`src/hw/rtl/abld_pkg.sv`:
```
// Types and constants of the absolute loader block deframer.
package abld_pkg;

  typedef enum logic [3:0] {
    PH_HUNT   = 4'd0,
    PH_HDR_HI = 4'd1,
    PH_CNT_LO = 4'd2,
    PH_CNT_HI = 4'd3,
    PH_ADR_LO = 4'd4,
    PH_ADR_HI = 4'd5,
    PH_DATA   = 4'd6,
    PH_CHECK  = 4'd7
  } phase_e;

  typedef enum logic [1:0] {
    KIND_DATA       = 2'd0,
    KIND_END        = 2'd1,
    KIND_BAD_HEADER = 2'd2,
    KIND_BAD_SUM    = 2'd3
  } kind_e;

  localparam logic [15:0] HeaderWord  = 16'h0001;
  localparam logic [15:0] HeaderBytes = 16'd6;

  typedef struct packed {
    kind_e       kind;
    logic [15:0] address;
    logic [7:0]  data_byte;
    logic        start_given;
  } result_t;

endpackage

```
`src/hw/rtl/abld_in_reg.sv`:
```
// Input register: holds one byte item until the deframer core takes it.
module abld_in_reg (
  input  logic       clk_i,
  input  logic       rst_ni,
  input  logic       in_valid_i,
  output logic       in_ready_o,
  input  logic [7:0] byte_value_i,
  input  logic       take_i,
  output logic       valid_o,
  output logic [7:0] byte_o
);

  logic       valid_q, valid_d;
  logic [7:0] byte_q;
  logic       accept;

  assign in_ready_o = !valid_q || take_i;
  assign accept     = in_valid_i && in_ready_o;

  always_comb begin
    valid_d = valid_q;
    if (accept) begin
      valid_d = 1'b1;
    end else if (take_i) begin
      valid_d = 1'b0;
    end
  end

  always_ff @(posedge clk_i or negedge rst_ni) begin
    if (!rst_ni) begin
      valid_q <= 1'b0;
    end else begin
      valid_q <= valid_d;
    end
  end

  always_ff @(posedge clk_i) begin
    if (accept) begin
      byte_q <= byte_value_i;
    end
  end

  assign valid_o = valid_q;
  assign byte_o  = byte_q;

endmodule

```
`src/hw/rtl/abld_core.sv`:
```
// Block framing state machine: header, count, address, data and checksum.
module abld_core (
  input  logic                 clk_i,
  input  logic                 rst_ni,
  input  logic                 fire_i,
  input  logic [7:0]           byte_i,
  output logic                 res_valid_o,
  output abld_pkg::result_t    res_o
);

  abld_pkg::phase_e phase_q, phase_d;
  logic [7:0]  sum_q, sum_d;
  logic [15:0] left_q, left_d;
  logic [15:0] load_addr_q, load_addr_d;
  logic [15:0] wr_addr_q, wr_addr_d;
  logic [7:0]  low_q, low_d;

  logic [7:0]  sum_add;
  logic [15:0] word;

  assign sum_add = sum_q + byte_i;
  assign word    = {byte_i, low_q};

  // Next state.
  always_comb begin
    phase_d     = phase_q;
    sum_d       = sum_q;
    left_d      = left_q;
    load_addr_d = load_addr_q;
    wr_addr_d   = wr_addr_q;
    low_d       = low_q;
    unique case (phase_q)
      abld_pkg::PH_HDR_HI: begin
        sum_d   = sum_add;
        phase_d = (word != abld_pkg::HeaderWord) ? abld_pkg::PH_HUNT : abld_pkg::PH_CNT_LO;
      end
      abld_pkg::PH_CNT_LO: begin
        sum_d   = sum_add;
        low_d   = byte_i;
        phase_d = abld_pkg::PH_CNT_HI;
      end
      abld_pkg::PH_ADR_LO: begin
        sum_d   = sum_add;
        low_d   = byte_i;
        phase_d = abld_pkg::PH_ADR_HI;
      end
      abld_pkg::PH_CNT_HI: begin
        sum_d = sum_add;
        if (word < abld_pkg::HeaderBytes) begin
          phase_d = abld_pkg::PH_HUNT;
        end else begin
          left_d  = word - abld_pkg::HeaderBytes;
          phase_d = abld_pkg::PH_ADR_LO;
        end
      end
      abld_pkg::PH_ADR_HI: begin
        sum_d       = sum_add;
        load_addr_d = word;
        wr_addr_d   = word;
        phase_d     = (left_q == 16'd0) ? abld_pkg::PH_HUNT : abld_pkg::PH_DATA;
      end
      abld_pkg::PH_DATA: begin
        sum_d     = sum_add;
        wr_addr_d = wr_addr_q + 16'd1;
        left_d    = left_q - 16'd1;
        if (left_q == 16'd1) begin
          phase_d = abld_pkg::PH_CHECK;
        end
      end
      abld_pkg::PH_CHECK: begin
        sum_d   = sum_add;
        phase_d = abld_pkg::PH_HUNT;
      end
      default: begin
        // hunt: skip leader zeros, a nonzero byte opens a block
        if (byte_i != 8'd0) begin
          sum_d   = byte_i;
          low_d   = byte_i;
          phase_d = abld_pkg::PH_HDR_HI;
        end else begin
          phase_d = abld_pkg::PH_HUNT;
        end
      end
    endcase
  end

  // Result of the current byte.
  always_comb begin
    res_valid_o       = 1'b0;
    res_o.kind        = abld_pkg::KIND_DATA;
    res_o.address     = word;
    res_o.data_byte   = 8'd0;
    res_o.start_given = 1'b0;
    unique case (phase_q)
      abld_pkg::PH_HDR_HI: begin
        res_valid_o = (word != abld_pkg::HeaderWord);
        res_o.kind  = abld_pkg::KIND_BAD_HEADER;
      end
      abld_pkg::PH_CNT_HI: begin
        res_valid_o = (word < abld_pkg::HeaderBytes);
        res_o.kind  = abld_pkg::KIND_BAD_HEADER;
      end
      abld_pkg::PH_ADR_HI: begin
        res_valid_o       = (left_q == 16'd0);
        res_o.kind        = abld_pkg::KIND_END;
        res_o.start_given = !word[0];
      end
      abld_pkg::PH_DATA: begin
        res_valid_o     = 1'b1;
        res_o.address   = wr_addr_q;
        res_o.data_byte = byte_i;
      end
      abld_pkg::PH_CHECK: begin
        res_valid_o     = (sum_add != 8'd0);
        res_o.kind      = abld_pkg::KIND_BAD_SUM;
        res_o.address   = load_addr_q;
        res_o.data_byte = byte_i;
      end
      default: begin
        res_valid_o = 1'b0;
      end
    endcase
  end

  always_ff @(posedge clk_i or negedge rst_ni) begin
    if (!rst_ni) begin
      phase_q     <= abld_pkg::PH_HUNT;
      sum_q       <= 8'd0;
      left_q      <= 16'd0;
      load_addr_q <= 16'd0;
      wr_addr_q   <= 16'd0;
      low_q       <= 8'd0;
    end else if (fire_i) begin
      phase_q     <= phase_d;
      sum_q       <= sum_d;
      left_q      <= left_d;
      load_addr_q <= load_addr_d;
      wr_addr_q   <= wr_addr_d;
      low_q       <= low_d;
    end
  end

endmodule

```
`src/hw/rtl/abld_out_reg.sv`:
```
// Result register: holds one result item until the consumer takes it.
module abld_out_reg (
  input  logic              clk_i,
  input  logic              rst_ni,
  input  logic              load_i,
  input  abld_pkg::result_t res_i,
  output logic              free_o,
  output logic              out_valid_o,
  input  logic              out_ready_i,
  output abld_pkg::result_t res_o
);

  logic              valid_q, valid_d;
  abld_pkg::result_t res_q;

  assign free_o = !valid_q || out_ready_i;

  always_comb begin
    valid_d = valid_q;
    if (load_i) begin
      valid_d = 1'b1;
    end else if (out_ready_i) begin
      valid_d = 1'b0;
    end
  end

  always_ff @(posedge clk_i or negedge rst_ni) begin
    if (!rst_ni) begin
      valid_q <= 1'b0;
    end else begin
      valid_q <= valid_d;
    end
  end

  always_ff @(posedge clk_i) begin
    if (load_i) begin
      res_q <= res_i;
    end
  end

  assign out_valid_o = valid_q;
  assign res_o       = res_q;

endmodule

```
`src/hw/rtl/absolute_loader_block_deframer_top.sv`:
```
// Absolute loader block deframer: takes one image byte per item and gives
// data writes, load end and error items. Throughput is one byte per clock
// cycle while no result item is held by the consumer; a byte's result item,
// if any, passes through the input register, then framing logic into the
// result register. A result item held by the consumer stalls the framing
// logic, and in_ready_o follows out_ready_i combinationally while both
// registers are full. Leader zeros, a good checksum and the header bytes of a
// well-formed data block give no result item.
module absolute_loader_block_deframer_top (
  input  logic        clk_i,
  input  logic        rst_ni,
  input  logic        in_valid_i,
  output logic        in_ready_o,
  input  logic [7:0]  byte_value_i,
  output logic        out_valid_o,
  input  logic        out_ready_i,
  output logic [1:0]  result_kind_o,
  output logic [15:0] address_o,
  output logic [7:0]  data_byte_o,
  output logic        start_given_o
);

  logic              byte_valid;
  logic [7:0]        byte_q;
  logic              fire;
  logic              slot_free;
  logic              res_valid;
  abld_pkg::result_t res;
  abld_pkg::result_t out_res;

  // advance when the result slot can take whatever this byte produces
  assign fire = byte_valid && slot_free;

  abld_in_reg u_in_reg (
    .clk_i       (clk_i),
    .rst_ni      (rst_ni),
    .in_valid_i  (in_valid_i),
    .in_ready_o  (in_ready_o),
    .byte_value_i(byte_value_i),
    .take_i      (fire),
    .valid_o     (byte_valid),
    .byte_o      (byte_q)
  );

  abld_core u_core (
    .clk_i      (clk_i),
    .rst_ni     (rst_ni),
    .fire_i     (fire),
    .byte_i     (byte_q),
    .res_valid_o(res_valid),
    .res_o      (res)
  );

  abld_out_reg u_out_reg (
    .clk_i      (clk_i),
    .rst_ni     (rst_ni),
    .load_i     (fire && res_valid),
    .res_i      (res),
    .free_o     (slot_free),
    .out_valid_o(out_valid_o),
    .out_ready_i(out_ready_i),
    .res_o      (out_res)
  );

  assign result_kind_o = out_res.kind;
  assign address_o     = out_res.address;
  assign data_byte_o   = out_res.data_byte;
  assign start_given_o = out_res.start_given;

endmodule

```
`config.mk`:
```
export PLATFORM = sky130hd
export DESIGN_NAME = absolute_loader_block_deframer_top
export DESIGN_NICKNAME = d
export VERILOG_FILES = /design/src/hw/rtl/abld_pkg.sv /design/src/hw/rtl/abld_in_reg.sv /design/src/hw/rtl/abld_core.sv /design/src/hw/rtl/abld_out_reg.sv /design/src/hw/rtl/absolute_loader_block_deframer_top.sv
export SDC_FILE = /design/constraint.sdc
export NUM_CORES = 1
export LEC_CHECK = 0
export ABC_AREA = 1
export BUFFER_PORTS_ARGS = -buffer_cell sky130_fd_sc_hd__buf_2
export CELL_PAD_IN_SITES_DETAIL_PLACEMENT = 1
export CELL_PAD_IN_SITES_GLOBAL_PLACEMENT = 2
export CORE_ASPECT_RATIO = 1.75
export CORE_MARGIN = 4
export CORE_UTILIZATION = 39
export CTS_BUF_LIST = sky130_fd_sc_hd__clkbuf_16
export CTS_CLUSTER_DIAMETER = 40
export DETAILED_ROUTE_END_ITERATION = 8
export PLACE_DENSITY_LB_ADDON = 0.1
export REMOVE_ABC_BUFFERS = 1
export SLEW_MARGIN = 20
export SYNTH_ARGS = -nofsm -noshare
export SYNTH_HDL_FRONTEND = slang
export SYNTH_SLANG_ARGS = --single-unit
```
`constraint.sdc`:
```
create_clock -name clk_i -period 6.1 [get_ports clk_i]
set_input_delay 1.22 -clock clk_i [delete_from_list [all_inputs] [get_ports clk_i]]
set_output_delay 1.22 -clock clk_i [all_outputs]
set_load 0.005 [all_outputs]
```
# --- Yosys cells after proc, flatten, opt, wreduce, memory -nomap -nowiden ---
# Index checks and enable logic that the tools add are counted.
word_totals:
  register_bits: 105
  inputBits: 12
  elab_cells: 76
classes:
  reduce_logical: 27
  n_eq_ne: 11
  n_addsub: 4
  n_mux: 19
  bitwise_logic: 1
  magnitude_cmp: 1
ops:
  columns: ["op", "n"]
  rows:
  - ["case mux 16 bit (2 select lines)", 2]
  - ["case mux 24 bit (2 select lines)", 1]
  - ["case mux 4 bit (7 select lines)", 1]
  - ["adder 16 x 1 -> 16 bit, second input constant", 1]
  - ["equality test 16 x 1 -> 1 bit, second input constant", 1]
  - ["equality test 4 x 3 -> 1 bit, second input constant", 4]
  - ["logical NOT 16 bit", 1]
  - ["< comparator 16 x 3 -> 1 bit, second input constant", 1]
  - ["2-to-1 mux 16 bit", 1]
  - ["2-to-1 mux 8 bit", 2]
  - ["!= test 16 x 1 -> 1 bit, second input constant", 1]
  - ["case mux 8 bit (2 select lines)", 1]
  - ["nonzero test 8 bit", 2]
  - ["subtractor 16 x 1 -> 16 bit, second input constant", 1]
  - ["subtractor 16 x 3 -> 16 bit, second input constant", 1]
  - ["nonzero test 2 bit", 6]
  - ["adder 8 bit", 1]
  - ["equality test 4 x 2 -> 1 bit, second input constant", 2]
  - ["AND reduction 2 bit", 4]
  - ["OR reduction 7 bit", 1]
  - ["2-to-1 mux 3 bit", 2]
  - ["case mux 2 bit (3 select lines)", 1]
  - ["AND reduction 3 bit", 2]
  - ["2-to-1 mux 1 bit", 5]
  - ["12 further kinds", 18]

# --- Longest topological paths before layout ---
# Gate-level depths: netlist of run 1.
depth:
  ltp_word: 6
  depth_mapped: 14
  ltp_nobuf: 14

# --- Modules after synthesis ---
# Synthesis of run 1 repeated with hierarchy kept, for this count alone.
unflattened:
  cells_unflattened: 755
  area_unflattened_um2: 6000.8
by_module_without_submodules:
  columns: ["module", "n_inst", "seq_area_each_um2", "area_each_um2", "cells_per_inst"]
  rows:
  - ["abld_core", 1, 1676.6, 4842.1, 705]
  - ["abld_out_reg", 1, 835.8, 855.8, 32]
  - ["abld_in_reg", 1, 265.3, 285.3, 14]
  - ["absolute_loader_block_deframer_top", 1, 0.0, 17.5, 4]

# --- Worst setup path after synthesis of run 1 ---
# Ideal clock, no wire load.
synth_timing:
  path_kind: "reg-to-reg"
  startpoint: "register u_in_reg.byte_q[0] (netlist: u_in_reg.byte_o[0])"
  endpoint: "register u_out_reg.res_q (netlist bit u_out_reg.res_o[0]) (enable)"
  setup_time_ns: 0.382
  slack_ns: 3.448
  required_ns: 5.718
  path_stages_with_launch: 14
  period_less_slack_ns: 2.652
  arrival_time_ns: 2.270
  path_cell_list: "edfxtp_1 ha_1 fa_1 nand2_1 nand3_1 nand3_1 nand3_1 nand2_1 nor2_1 nand2_1 nand2_1 nand2_1 nand2_1 inv_1"
synth_via:
  elab_chain_cells: 4
  word_cells_on_any_way: 6
  classes_between: "add/sub: 1; order compare: 1; eq/ne: 1; mux: 1; reduce/logical: 2"
synth_rtl:
  columns: ["element", "line_no", "rtl"]
  rows:
  - ["start: declaration", "abld_in_reg.sv:14", "logic [7:0] byte_q;"]
  - ["start signal: assignment", "abld_in_reg.sv:39", "byte_q <= byte_value_i;"]
  - ["adder 8 bit", "abld_core.sv:21", "assign sum_add = sum_q + byte_i;"]
  - ["nonzero test 8 bit", "abld_core.sv:114", "res_valid_o = (sum_add != 8'd0);"]
  - ["case mux 1 bit (5 select lines) *", "abld_core.sv:94", "unique case (phase_q)"]
  - ["logical AND 1 bit *", "absolute_loader_block_deframer_top.sv:57", ".load_i (fire && res_valid),"]
  - ["named net u_out_reg.load_i", "abld_out_reg.sv:5", "input logic load_i,"]
  - ["end signal: assignment", "abld_out_reg.sv:37", "res_q <= res_i;"]
  - ["end: declaration", "abld_out_reg.sv:14", "abld_pkg::result_t res_q;"]
# Mark *: on every way through the listed nets, which the timed path passes. The rest lies on a longest branch.
# A chain may end at the register's enable or synchronous reset.

# --- Worst setup path in the final report of run 1 ---
# Same ends and word-level chain as after synthesis.

==> reports/summary.md, run 1 <==
Counting along the longest clock path gives a buffer depth of 2. The run gives 39 as the number of distinct standard cells referenced by the synthesized netlist. The critical path data arrival time was 3.33 ns; the I/O pin count was 41. In this design, the stage delay of the slowest critical-path cell is 0.81 ns. The shortest period the worst path allows is 3.56 ns. Leaving out fill and tap cells, the most frequent cell in the layout is sky130_fd_sc_hd__nand2_1. Setup slack on the critical path of the routed design comes to 2.54 ns.

Number of search-and-repair iterations in the first detailed-routing pass: 4. Entering global routing, the biggest net connects 70 pins. The run gives 0.0122 ns as the maximum clock skew at final layout. The count of port buffers added during placement was 40; the number of warning messages in the yosys log was 0. The run gives 0 as the hold-fix buffer count after cts.

Type of the tightest min-delay check: reg2reg. Internal power comes to 1.69 mW. Setup violations remaining at the end of the flow were counted as 0. Final hold analysis gives a worst-case slack of 0.492 ns. By area the synthesized netlist is led by sky130_fd_sc_hd__dfrtp_1, sky130_fd_sc_hd__edfxtp_1, sky130_fd_sc_hd__nand2_1, sky130_fd_sc_hd__o21ai_0, sky130_fd_sc_hd__nor2_1. In the final routed layout, each cell accounts on average for 18.1 um. The synthesized design devotes to its leading area cell type 30.4% of total area. The number of enable flip-flop cells after synthesis works out to 35.

Detailed routing inserted a total of 4945 vias. The number of placed instances, taps included is 908, and the number of nets with antenna violations after detailed routing is 0. At the pin with the least slew margin, the transition time is 1.06 ns. For the combined area of all synthesized cells, the log shows 5670 sq um. Among all stages on the critical path, the largest delay is contributed by sky130_fd_sc_hd__clkinv_1. The tools report the routability-driven placement congestion ratio as 0.871. Of the total power, the clock network draws 19.4%.

The setup path with the least slack is of type reg2reg. TritonCTS built the clock tree. Adding up every negative setup slack in the final design gives 0 ns.

The power density relative to cell area was 467 nW/um^2; the overall power was 2.93 mW. In this run the most critical hold path is launched from u_core.load_addr_q[1]. Counting every sink on the clock net gives 104. The first global-routing pass estimated 27.4 mm of wire. The part of the power in combinational logic was 38.3%.

The H-tree was split into 3 levels. The hold violation count in the final report is 0. Clock tree synthesis inserted a total of 9 buffers.

The worst pin sits at a relative slew slack of 29.0%. The worst hold path endpoint was u_core.load_addr_q[1]. STA classifies the critical path startpoint as a flip-flop. The tools report the worst vdd rail ir drop as 0.171 mV. The horizontal die dimension came out at 99.2 um.

The worst reg2reg path startpoint was u_in_reg.byte_o[0]. Setup repair after global routing left no endpoint under its margin. The flow ran to the end, and the final reports show no timing, DRC or antenna violations. Data on the critical path is required at its endpoint by 5.87 ns. After the last flow step, the layout net total stands at 763. The total area inside the core boundary comes to 14300 sq um. The gate count after technology mapping is 707, and the leakage power of the design is 2.84 nW.

In the layout the commonest cells are sky130_fd_sc_hd__nand2_1, sky130_fd_sc_hd__o21ai_0, sky130_fd_sc_hd__nor2_1. STA classifies the critical path endpoint as a flip-flop. The die is 168 um tall. Fraction of layout instances using a drive strength above 1: 10.2%.

The number of antenna diodes in the final layout is 0. The critical path buffer and inverter count came out at 1. After synthesis, the share of flip-flops with an asynchronous set or reset is 66.3%. Row generation in the floorplan step produced 58 rows. The wire-length estimate of the detail-placed layout is 12.5 mm.

The depth of the worst register-to-register path is 11, and the area of placed instances is 6000 sq um. The worst-path maximum fanout came out at 27. The clock slew seen by the registers of the worst setup and hold paths works out to 0.07 ns. Across all register-to-register paths, the minimum setup slack is 2.54 ns. Flip-flop cell with the highest count after synthesis: sky130_fd_sc_hd__dfrtp_1. The number of antenna violations at the first check in global routing came out at 0.

The switching power share of the total works out to 42.5%. The cell type contributing the most total cell area after synthesis is sky130_fd_sc_hd__dfrtp_1. Sequential cells account for 42.2% of the total power. In the routed design, unresolved DRC markers number 0.

In this run the mean area of a mapped cell was 8.02 sq um. The run gives 16600 sq um as the overall die area. The finished layout holds 924 standard cells, fillers aside. In this design, the critical path's most frequently occurring cell is sky130_fd_sc_hd__nand2_1. Dividing the detail-routed via count by the number of cells gives 5.35.

Of the available clock period, the critical path in the final layout requires 58.4%. At the end of the flow the core is filled with cells to 43.9%. Across the run, the number of max-cap violations was 0. The first routing iteration left 176 violations.

Before CTS, the worst setup slack after placement is 2.75 ns. In this run the clock root is driven by a sky130_fd_sc_hd__clkbuf_16. The final-report max-slew violation count was 0; the global-route usage over all layers was 20.8%. The signal on the critical path passes through ha_1, fa_1, or2_2, nor2_1, nand3_1, nor2_1, nand2_1, nand2_1, nand2_1, nand2_1, clkinv_1. The worst hold path passes through 2 cells.

The tools report the global-route congestion overflow total as 0. The via count of the first global-routing pass is 5282, and the later-pin clock latency in the skew report is 0.36 ns. Buffers added to address setup during post-CTS repair amount to 0.

Synthesis inferred 104 register bits. For this block, the routed nets add up to 16.7 mm of wire. The sequential fraction of the synthesis area came out at 49.0%.

The initial utilization of the core area, before any placement, comes to 39.7%. The analysis attributes to net switching a power of 1.25 mW. The final design instance area without fill came out at 6280 sq um.

Based on the critical path, the design can be clocked at up to 0.281 GHz. From synthesis to final layout, the design area changed by 10.7%. In this design, the largest share of critical-path delay is due to simple AND/OR/NAND/NOR gates.

The reg-to-reg endpoint is u_out_reg.res_o[0]. The number of gates resized after CTS was 0.
routing by layer:
metal	wire length [um]	track usage [%]
met3	435	2.46
met5	0	0
met1	6890	24.2
met2	8950	38.5
met4	408	7.37
cell usage after synthesis, types with 4 or more instances:
library cell and instances:
sky130_fd_sc_hd__a21oi_1 28, sky130_fd_sc_hd__ha_1 11, sky130_fd_sc_hd__nand3_1 45, sky130_fd_sc_hd__a22oi_1 8, sky130_fd_sc_hd__nand4_1 9, sky130_fd_sc_hd__clkbuf_1 7
sky130_fd_sc_hd__o21ai_1 4, sky130_fd_sc_hd__edfxtp_1 35, sky130_fd_sc_hd__o21ai_0 86, sky130_fd_sc_hd__nand2_1 181, sky130_fd_sc_hd__o211ai_1 10, sky130_fd_sc_hd__dfrtp_1 69
sky130_fd_sc_hd__inv_1 73, sky130_fd_sc_hd__a31oi_1 11, sky130_fd_sc_hd__buf_2 8, sky130_fd_sc_hd__xor2_1 7, sky130_fd_sc_hd__nor2_2 4, sky130_fd_sc_hd__nor2_1 74
sky130_fd_sc_hd__nor3_1 4, sky130_fd_sc_hd__or2_2 4
flip-flops by register name, summed over array words and instances (netlist names):
register	cells
u_in_reg.valid_o	1
u_in_reg.byte_o	8
u_core.load_addr_q	16
u_core.phase_q	3
u_core.sum_q	8
u_out_reg.out_valid_o	1
u_core.wr_addr_q	16
u_core.low_q	8
u_core.left_q	16
u_out_reg.res_o	27
cells by family after synthesis:
logic type	Yosys count	share of synthesized area, %
xor+xnor	9	1.39
flops	104	49.0
buf+inv	98	7.06
fa+ha+maj	12	2.78
simple gates	327	24.1
compound gates	157	15.7
tightest hold or removal path, delay by kind of cell, from the launching register on:
kind | cells | cell delay, ns
compound gates | 1 | 0.06
flops | 1 | 0.34
simple gates | 1 | 0.05
how the worst max path moves through the flow:
stage | from | endpoint | depth (start not counted)
final | u_in_reg.byte_o[0] | u_out_reg.res_o[0] | 11
after detailed placement | u_core.phase_q[2] | u_out_reg.res_o[10] | 8
after global placement | u_core.phase_q[2] | u_out_reg.res_o[10] | 8
after CTS | u_core.phase_q[2] | u_out_reg.res_o[14] | 8
after floorplan | u_in_reg.byte_o[0] | u_out_reg.res_o[0] | 13
after global routing | u_in_reg.byte_o[0] | u_out_reg.res_o[9] | 11
power groups by stage:
stage          clock network [mW]  logic, mW  registers [mW]
6_report                    0.570       1.12            1.24
5_1_grt                     0.612       1.30            1.28
4_1_cts                     0.583       1.14            1.24
3_5_place_dp                    0       1.14            1.25
3_3_place_gp                    0       1.10            1.24
2_1_floorplan                   0      0.800            1.19
final cells by class:
class / count / area, sq um
Fill cell: 1749 / 8020
Clock buffer: 9 / 225
Tap cell: 180 / 225
Sequential cell: 104 / 2780
Timing Repair Buffer: 41 / 208
Inverter: 78 / 293
Multi-Input combinational cell: 505 / 2490
Clock inverter: 7 / 58.8
Note: power is estimated with default switching activity, not from simulation.
==> inputs of run 2 (changes only) <==
--- a/config.mk
+++ b/config.mk
@@ -11,7 +11,7 @@
 export CELL_PAD_IN_SITES_GLOBAL_PLACEMENT = 2
 export CORE_ASPECT_RATIO = 1.75
 export CORE_MARGIN = 4
-export CORE_UTILIZATION = 39
+export CORE_UTILIZATION = 36
 export CTS_BUF_LIST = sky130_fd_sc_hd__clkbuf_16
 export CTS_CLUSTER_DIAMETER = 40
 export DETAILED_ROUTE_END_ITERATION = 8
==> constraint.sdc (replaced) <==
create_clock -name clk_i -period 3.35 [get_ports clk_i]
set_input_delay 0.67 -clock clk_i [delete_from_list [all_inputs] [get_ports clk_i]]
set_output_delay 0.67 -clock clk_i [all_outputs]
set_load 0.005 [all_outputs]
==> run 2 against run 1 <==
  * Fmax rose by 30%
  * Critical endpoint is now u_out_reg.res_o[16]
  * Sequential share of layout area is 0.58 points lower
  * Utilization is 2.6 points lower
  * Non-clock buffer count grew 11
  * Routed wire length up 4.3%
  * Sequential cell count did not move
==> reports/summary.md, run 2 (synthesis gave the netlist of run 1 again) <==
The number of placed instances, taps included came out at 925 (was 908). The area added between synthesis and finish was 12.2% (was 10.7%). The clock slew seen by the registers of the worst setup and hold paths came out at 0.08 ns (was 0.07 ns). The number of design rule violations left after detail routing is 0 (unchanged), and the via count of the first global-routing pass is 5277 (was 5282). The routability-driven placement congestion ratio came out at 0.897 (was 0.871). TritonCTS built the clock tree. The highest-delay cell along the critical path is sky130_fd_sc_hd__edfxtp_1 (was sky130_fd_sc_hd__clkinv_1).

The run gives 3 (unchanged) as the depth of the CTS H-tree. The detailed-placement wirelength estimate is 12.9 mm (was 12.5 mm). The detailed-route via count came out at 4970 (was 4945). The largest stage delay on the critical path was 0.49 ns (was 0.81 ns). The buffer levels on the longest clock path was 2 (unchanged); the worst relative slew slack was 34.7% (was 29.0%).

The I/O pin count came out at 41 (unchanged). The hold violation count in the final report was 0 (unchanged); the critical path data arrival time was 2.74 ns (was 3.33 ns). For the hold-fix buffer count after cts, the log shows 0 (unchanged). The tools report the required time of the worst setup path as 3.35 ns (was 5.87 ns). The number of clock sinks came out at 104 (unchanged).

The initial core utilization was 36.9% (was 39.7%). The internal power is 3.10 mW (was 1.69 mW). The run gives 190 (was 176) as the initial DRC count. The average wire length per cell after detail routing works out to 18.5 um (was 18.1 um).

The count of port buffers added during placement is 40 (unchanged). The relative contribution of the clock network to total power was 19.1% (was 19.4%). Most frequent cells in the layout: sky130_fd_sc_hd__nand2_1, sky130_fd_sc_hd__o21ai_0, sky130_fd_sc_hd__nor2_1 (unchanged). The global-route congestion overflow total is 0 (unchanged), and the number of search-and-repair iterations in the first detailed-routing pass is 4 (unchanged). Global-route usage over all layers: 20.3% (was 20.8%). The number of gates resized after CTS is 0 (unchanged), and the overall die area is 17900 sq um (was 16600 sq um).

For the later-pin clock latency in the skew report, the log shows 0.35 ns (was 0.36 ns). The worst-path maximum fanout was 27 (unchanged). For the wire length of the first global-routing pass, the log shows 28.2 mm (was 27.4 mm).

Worst path cell trace: ha_1, fa_1, nand2_1, nand3_1, nand3_1, nand3_1, nand2_1, nor2_1, nand2_1, nand2_1, nand2_1, nand2_1, inv_1, buf_4 (was ha_1, fa_1, or2_2, nor2_1, nand3_1, nor2_1, nand2_1, nand2_1, nand2_1, nand2_1, clkinv_1). The tools report the number of maximum-capacitance violations as 0 (unchanged). The tools report the number of endpoints failing setup at the final stage as 0 (unchanged).

The class of the most critical setup path is reg2reg (unchanged). The power density relative to cell area is 847 nW/um^2 (was 467 nW/um^2), and the part of the power in combinational logic is 39.2% (was 38.3%). Slew at the pin closest to its max-slew limit: 0.979 ns (was 1.06 ns). The share of the cycle needed by the critical path after routing was 81.7% (was 58.4%); the worst vdd rail ir drop was 0.371 mV (was 0.171 mV). The number of antenna violations at the first check in global routing is 0 (unchanged), and the fraction of layout instances using a drive strength above 1 is 11.4% (was 10.2%).

The flow ran to the end, and the final reports show no timing, DRC or antenna violations. Floorplan row count: 60 (was 58). The final non-filler cell total was 941 (was 924); the maximum clock skew at final layout was 0.0159 ns (was 0.0122 ns). Type of destination of the critical path: a flip-flop (unchanged). The tools report the diode insertion count for antenna repair as 0 (unchanged). The flip-flop count of the largest register, all copies and words added is 27 (unchanged), and the sum of negative setup slack is 0 ns (unchanged). The run gives 0.366 GHz (was 0.281 GHz) as the achievable frequency. The tools report the final-report max-slew violation count as 0 (unchanged). The run gives 2.90 nW (was 2.84 nW) as the leakage power of the design. The tools report the standard cell core area as 15400 sq um (was 14300 sq um). Switching power share of the total: 42.5% (about the same). The number of buffers inserted to repair setup after CTS was 0 (unchanged); the post-layout worst setup margin was 0.614 ns (was 2.54 ns). The shortest period the worst path allows was 2.74 ns (was 3.56 ns).

The reported net switching power is 2.29 mW (was 1.25 mW), and the mean number of vias per cell is 5.28 (was 5.35). The most frequent cell on the critical path is sky130_fd_sc_hd__nand2_1 (unchanged). The leading cell type in the layout, fill and taps excluded was sky130_fd_sc_hd__nand2_1 (unchanged). The total routed wirelength was 17.4 mm (was 16.7 mm). The pin count of the biggest net entering global routing was 70 (unchanged); the portion of total power attributed to sequential cells was 41.7% (was 42.2%).

Setup repair after global routing left no endpoint under its margin. The run gives 774 (was 763) as the final-stage net count. The tools report the placement-stage worst setup slack as 0.613 ns (was 2.75 ns). The die span in y came out at 174 um (was 168 um). The run gives 9 (unchanged) as the clock buffer count from CTS.

The cell at the root of the clock tree is sky130_fd_sc_hd__clkbuf_16 (unchanged). Type of the tightest min-delay check: reg2reg (unchanged). The horizontal die dimension is 103 um (was 99.2 um).

The number of nets with antenna violations after detailed routing is 0 (unchanged). The tools report the type of element launching the critical path as a flip-flop (unchanged).
[run 2: cell count changes in the layout (fill, tap and decap cells not counted), sizes merged]
cell	before	now
clkinvlp	1	0
clkinv	4	5
buf	41	52
[run 2: path summary, 6_finish.rpt]
kind                                             start  slack (ns)  cells after the start                      to
max in group asynchronous                       rst_ni        2.15                      2         u_core.sum_q[2]
worst max-delay path                u_in_reg.byte_o[0]        0.61                     14     u_out_reg.res_o[16]
worst min register to register  u_core.load_addr_q[12]        0.49                      2  u_core.load_addr_q[12]
worst max register to register      u_in_reg.byte_o[0]        0.61                     14     u_out_reg.res_o[16]
min in group asynchronous                       rst_ni        0.55                      2     u_core.wr_addr_q[5]
worst min-delay path            u_core.load_addr_q[12]        0.49                      2  u_core.load_addr_q[12]
[run 2: area by class of cell]
| type | count | area, sq um |
|---|---|---|
| clock buffer | 9 | 225 |
| clock inverter | 7 | 52.6 |
| fill | 1880 | 9020 |
| inverter | 78 | 293 |
| multi-input combinational | 505 | 2490 |
| sequential | 104 | 2780 |
| tap | 186 | 233 |
| timing repair buffer | 52 | 290 |
[run 2: power by group through the flow]
stage | clock, mW | combinational [mW] | sequential, mW
finish | 1.03 | 2.11 | 2.25
global route | 1.11 | 2.45 | 2.31
CTS | 1.06 | 2.15 | 2.25
detailed placement | 0 | 2.13 | 2.27
global placement | 0 | 2.06 | 2.25
floorplan | 0 | 1.46 | 2.17
[run 2: worst max-delay path: cells and delay by family, from the launching register on]
family / cells / cell delay [ns]
flops: 1 / 0.49
buf+inv: 2 / 0.42
simple gates: 10 / 0.72
fa+ha+maj: 2 / 0.75
[run 2: routing by layer]
layer	vias up	global-route usage, %	wire [um]
met2	76	36.8	9520
met3	17	2.33	486
met1	2437	24.9	7170
li1	2440	-	-
met5	-	0	0
met4	0	5.24	225
[run 2: stage by stage]
step / cell area [sq um] / power (mW) / utilization [%] / hold slack, ns
after global placement: 6090 / 4.31 / 39.6 / 0.467
after detailed placement: 6090 / 4.40 / 39.6 / 0.479
after CTS: 6360 / 5.45 / 41.4 / 0.483
final: 6360 / 5.39 / 41.4 / 0.493
after global routing: 6360 / 5.86 / 41.4 / 0.484
after floorplan: 5560 / 3.62 / - / 0.374
==> inputs of run 3 (changes only) <==
--- a/config.mk
+++ b/config.mk
@@ -5,13 +5,13 @@
 export SDC_FILE = /design/constraint.sdc
 export NUM_CORES = 1
 export LEC_CHECK = 0
-export ABC_AREA = 1
+export ABC_AREA = 0
 export BUFFER_PORTS_ARGS = -buffer_cell sky130_fd_sc_hd__buf_2
 export CELL_PAD_IN_SITES_DETAIL_PLACEMENT = 1
 export CELL_PAD_IN_SITES_GLOBAL_PLACEMENT = 2
 export CORE_ASPECT_RATIO = 1.75
 export CORE_MARGIN = 4
-export CORE_UTILIZATION = 36
+export CORE_UTILIZATION = 39
 export CTS_BUF_LIST = sky130_fd_sc_hd__clkbuf_16
 export CTS_CLUSTER_DIAMETER = 40
 export DETAILED_ROUTE_END_ITERATION = 8
==> constraint.sdc (replaced) <==
create_clock -name clk_i -period 2.6 [get_ports clk_i]
set_input_delay 0.52 -clock clk_i [delete_from_list [all_inputs] [get_ports clk_i]]
set_output_delay 0.52 -clock clk_i [all_outputs]
set_load 0.005 [all_outputs]
==> run 3 against run 2 <==
  * The run now ends with setup timing left
  * Cell count shrank 10%
  * Power grew 25%
  * Clock power grew 30%
  * Fmax shrank 4.6%
  * Hold slack lost 0.30 ns
  * Sequential share of layout area shrank 4.1 points
  * Register-to-register slack lost 0.88 ns
  * Combinational power grew 40%
  * Non-clock buffer count grew 65
  * Sequential power grew 7%
  * Area after synthesis grew 0.11%
  * Via count shrank 3.6%
  * Critical path type unchanged
==> reports/summary.md, run 3 <==
The area fraction of the dominant cell type after synthesis came out at 30.4% (about the same). The type of element launching the critical path was a flip-flop (unchanged). Worst path cell trace: ha_4, fa_2, a211oi_4, buf_4, o21bai_1, a21oi_2, xnor2_2, o41ai_4, nand2_2, buf_12, clkbuf_16 (was ha_1, fa_1, nand2_1, nand3_1, nand3_1, nand3_1, nand2_1, nor2_1, nand2_1, nand2_1, nand2_1, nand2_1, inv_1, buf_4). The number of enable flip-flop cells after synthesis was 35 (unchanged); the hold violation count in the final report was 0 (unchanged). The final reports fail on setup timing. The slew at the pin closest to its max-slew limit is 0.747 ns (was 0.979 ns). The buffer levels on the longest clock path was 2 (unchanged).

Top cells by count, synth: sky130_fd_sc_hd__o21ai_0, sky130_fd_sc_hd__dfrtp_1, sky130_fd_sc_hd__a21oi_1, sky130_fd_sc_hd__nand2_1, sky130_fd_sc_hd__nor2_1 (was sky130_fd_sc_hd__nand2_1, sky130_fd_sc_hd__o21ai_0, sky130_fd_sc_hd__nor2_1, sky130_fd_sc_hd__inv_1, sky130_fd_sc_hd__dfrtp_1). The maximum clock skew at final layout is 0.00928 ns (was 0.0159 ns). The switching power share of the total is 37.5% (was 42.5%), and the number of search-and-repair iterations in the first detailed-routing pass is 4 (unchanged). The worst vdd rail ir drop was 0.568 mV (was 0.371 mV); the later-pin clock latency in the skew report was 0.35 ns (about the same). The average wire length per cell after detail routing is 20.7 um (was 18.5 um), and the horizontal die dimension is 99.2 um (was 103 um). The tools report the worst reg2reg path startpoint as u_in_reg.byte_o[0] (unchanged).

The logs give -0.268 ns (was 0.614 ns) for the post-layout worst setup margin and 0.879 (was 0.897) for the routability-driven placement congestion ratio. The required time of the worst setup path was 2.72 ns (was 3.35 ns); the achievable frequency was 0.349 GHz (was 0.366 GHz). Clock buffer count from CTS: 9 (unchanged). The logs give 61 (was 39) for the number of distinct standard cells referenced by the synthesized netlist and 814 (was 925) for the number of placed instances, taps included.

The tools report the sequential fraction of the synthesis area as 48.9% (was 49.0%). TritonCTS built the clock tree. The number of warning messages in the yosys log came out at 0 (unchanged).

Depth of the CTS H-tree: 3 (unchanged). The detailed-route via count came out at 4790 (was 4970). The count of port buffers added during placement is 40 (unchanged), and the shortest period the worst path allows is 2.87 ns (was 2.74 ns). The tools report the type of destination of the critical path as a flip-flop (unchanged).

The logs give 20.0% (was 19.1%) for the relative contribution of the clock network to total power and 2780 sq um (unchanged) for the combined flip-flop and latch cell area. The tools report the number of antenna violations at the first check in global routing as 0 (unchanged). The flip-flop cell with the highest count after synthesis is sky130_fd_sc_hd__dfrtp_1 (unchanged). The part of the power in combinational logic came out at 44.1% (was 39.2%). Critical path data arrival time: 2.99 ns (was 2.74 ns).

The run gives 843 (was 941) as the final non-filler cell total. The combined area of all synthesized cells was 5680 sq um (was 5670 sq um); the flip-flop count of the largest register, all copies and words added was 27 (unchanged). The largest stage delay on the critical path was 0.43 ns (was 0.49 ns); the number of nets with antenna violations after detailed routing was 0 (unchanged). Overall die area: 16600 sq um (was 17900 sq um). The total routed wirelength came out at 17.5 mm (was 17.4 mm).

The hold-fix buffer count after cts is 0 (unchanged), and the via count of the first global-routing pass is 5202 (was 5277). The initial DRC count was 226 (was 190). The number of clock sinks is 104 (unchanged). The most frequent cell after synthesis is sky130_fd_sc_hd__o21ai_0 (was sky130_fd_sc_hd__nand2_1). The standard cell core area was 14300 sq um (was 15400 sq um).

The fill cell total of the finished layout was 1590 (was 1880); the number of synthesized register bits was 104 (unchanged). The number of endpoints failing setup at the final stage was 27 (was 0); the leakage power of the design was 3.10 nW (was 2.90 nW). The logs give 36.0% (was 41.7%) for the portion of total power attributed to sequential cells and 2800 sq um (was 2490 sq um) for the area of the multi-input gates. The global-route usage over all layers was 21.8% (was 20.3%); the clock slew seen by the registers of the worst setup and hold paths was 0.08 ns (about the same). The tools report the final-report max-slew violation count as 0 (unchanged).

The power density relative to cell area was 957 nW/um^2 (was 847 nW/um^2). The number of maximum-capacitance violations was 0 (unchanged); the final-stage net count was 682 (was 774). The tools report the reg-to-reg setup timing slack as -0.27 ns (was 0.61 ns). The share of the cycle needed by the critical path after routing came out at 110% (was 81.7%). The highest-delay cell along the critical path was sky130_fd_sc_hd__edfxtp_1 (unchanged). The number of design rule violations left after detail routing was 0 (unchanged). The tools report the final design instance area without fill as 7020 sq um (was 6360 sq um).

The logs give 58 (was 60) for the floorplan row count and 28.4 mm (was 28.2 mm) for the wire length of the first global-routing pass. Setup repair after global routing could not meet its margin everywhere. The fraction of layout instances using a drive strength above 1 is 27.1% (was 11.4%), and the average cell area after synthesis is 9.87 sq um (was 8.02 sq um).

The detailed-placement wirelength estimate is 12.2 mm (was 12.9 mm). Cell at the root of the clock tree: sky130_fd_sc_hd__clkbuf_16 (unchanged). The flow ran to the end, but the final reports show violations. The tools report the global-route congestion overflow total as 0 (unchanged).

For the gate count after technology mapping, the log shows 575 (was 707). The tools report the I/O pin count as 41 (unchanged). For the internal power, the log shows 4.20 mW (was 3.10 mW). The overall power is 6.72 mW (was 5.39 mW). The class of the most critical setup path was reg2reg (unchanged). Top post-synthesis cells by area: sky130_fd_sc_hd__dfrtp_1, sky130_fd_sc_hd__edfxtp_1, sky130_fd_sc_hd__o21ai_0, sky130_fd_sc_hd__a21oi_1, sky130_fd_sc_hd__mux2i_1 (was sky130_fd_sc_hd__dfrtp_1, sky130_fd_sc_hd__edfxtp_1, sky130_fd_sc_hd__nand2_1, sky130_fd_sc_hd__o21ai_0, sky130_fd_sc_hd__nor2_1).

Most frequent cells in the layout: sky130_fd_sc_hd__o21ai_0, sky130_fd_sc_hd__dfrtp_1, sky130_fd_sc_hd__buf_4 (was sky130_fd_sc_hd__nand2_1, sky130_fd_sc_hd__o21ai_0, sky130_fd_sc_hd__nor2_1). Worst-path maximum fanout: 5 (was 27). The tools report the critical path startpoint as u_in_reg.byte_o[0] (unchanged). The area added between synthesis and finish came out at 23.6% (was 12.2%). Area of placed instances: 6430 sq um (was 6090 sq um).

The initial core utilization is 39.7% (was 36.9%). The type of the tightest min-delay check was in2async (was reg2reg). The mean number of vias per cell was 5.68 (was 5.28). The sum of negative setup slack came out at -6.99 ns (was 0 ns). The cell type contributing the most total cell area after synthesis is sky130_fd_sc_hd__dfrtp_1 (unchanged). Pin count of the biggest net entering global routing: 70 (unchanged).

The diode insertion count for antenna repair was 0 (unchanged). The die span in y was 168 um (was 174 um). The leading cell type in the layout, fill and taps excluded was sky130_fd_sc_hd__o21ai_0 (was sky130_fd_sc_hd__nand2_1).

The worst relative slew slack was 49.8% (was 34.7%); the reported net switching power was 2.52 mW (was 2.29 mW). The async set-or-reset flop fraction in the synthesized netlist is 66.3% (unchanged).
## run 3: cell count changes in the layout (fill, tap and decap cells not counted), sizes merged, moves of 23 or more
cell   delta
nand2   -134
mux2     +23
inv      -69
nand3    -25
nor2     -41
buf      +64
## run 3: critical path: cells and delay by family, from the launching register on
kind | cells | cell delay [ns]
buf+inv | 3 | 0.45
fa+ha+maj | 2 | 0.60
simple gates | 1 | 0.15
flops | 1 | 0.43
compound gates | 4 | 0.87
xor+xnor | 1 | 0.12
## run 3: cell type report
class / instances / area share, %
multi-input cells: 420 / 40.0
flip-flops and latches: 104 / 39.6
repair buffers: 117 / 12.9
clock buffers: 9 / 3.21
well taps: 180 / 3.21
clock inverters: 7 / 0.856
inverters: 6 / 0.321
## run 3: cell families after synthesis
group	Yosys count	synth area share (%)
multiplexers	45	8.97
flip-flops	104	48.9
AND/OR/NAND/NOR	179	15.8
AO/OA/AOI/OAI	167	17.1
XOR/XNOR	17	2.62
buffers and inverters	51	3.79
adder cells (fa/ha/maj)	12	2.78
## run 3: path summary, 6_finish.rpt
check,to,cells after the start
max,u_out_reg.res_o[26],11
min,u_core.load_addr_q[6],2
max reg2reg,u_out_reg.res_o[26],11
min reg2reg,u_core.sum_q[4],2
max in group asynchronous,u_core.sum_q[6],2
min in group clk_i,u_in_reg.byte_o[5],1
## run 3: per-layer routing
metal  share of wire, %  GRT usage (%)  vias up
li1                   -              -     2260
met1                 40           25.7     2445
met2                 55           40.3       68
met3                2.4           3.17       17
met4                1.8           6.36        0
met5                  0              0        -
## run 3: power by group through the flow
stage | clock [mW] | combinational (mW) | sequential (mW)
after detailed placement | 0 | 2.56 | 2.43
after CTS | 1.38 | 2.79 | 2.40
after global placement | 0 | 2.49 | 2.42
after global routing | 1.46 | 3.22 | 2.47
after floorplan | 0 | 1.35 | 2.50
final | 1.34 | 2.96 | 2.41
## run 3: repair_timing
action	in CTS	in global routing
buffers inserted	15	1
setup endpoints to repair	40	44
pin swaps	14	5
gates cloned	2	1
resized for setup	14	14
## run 3: per-stage QoR
step / hold slack (ns) / util, % / setup WS (ns)
6_report: 0.194 / 49.1 / -0.268
5_1_grt: 0.218 / 49.1 / -0.347
4_1_cts: 0.215 / 48.5 / -0.247
3_5_place_dp: 0.480 / 45.0 / -0.530
3_3_place_gp: 0.468 / 45.0 / -0.451
2_1_floorplan: 0.224 / - / -0.850
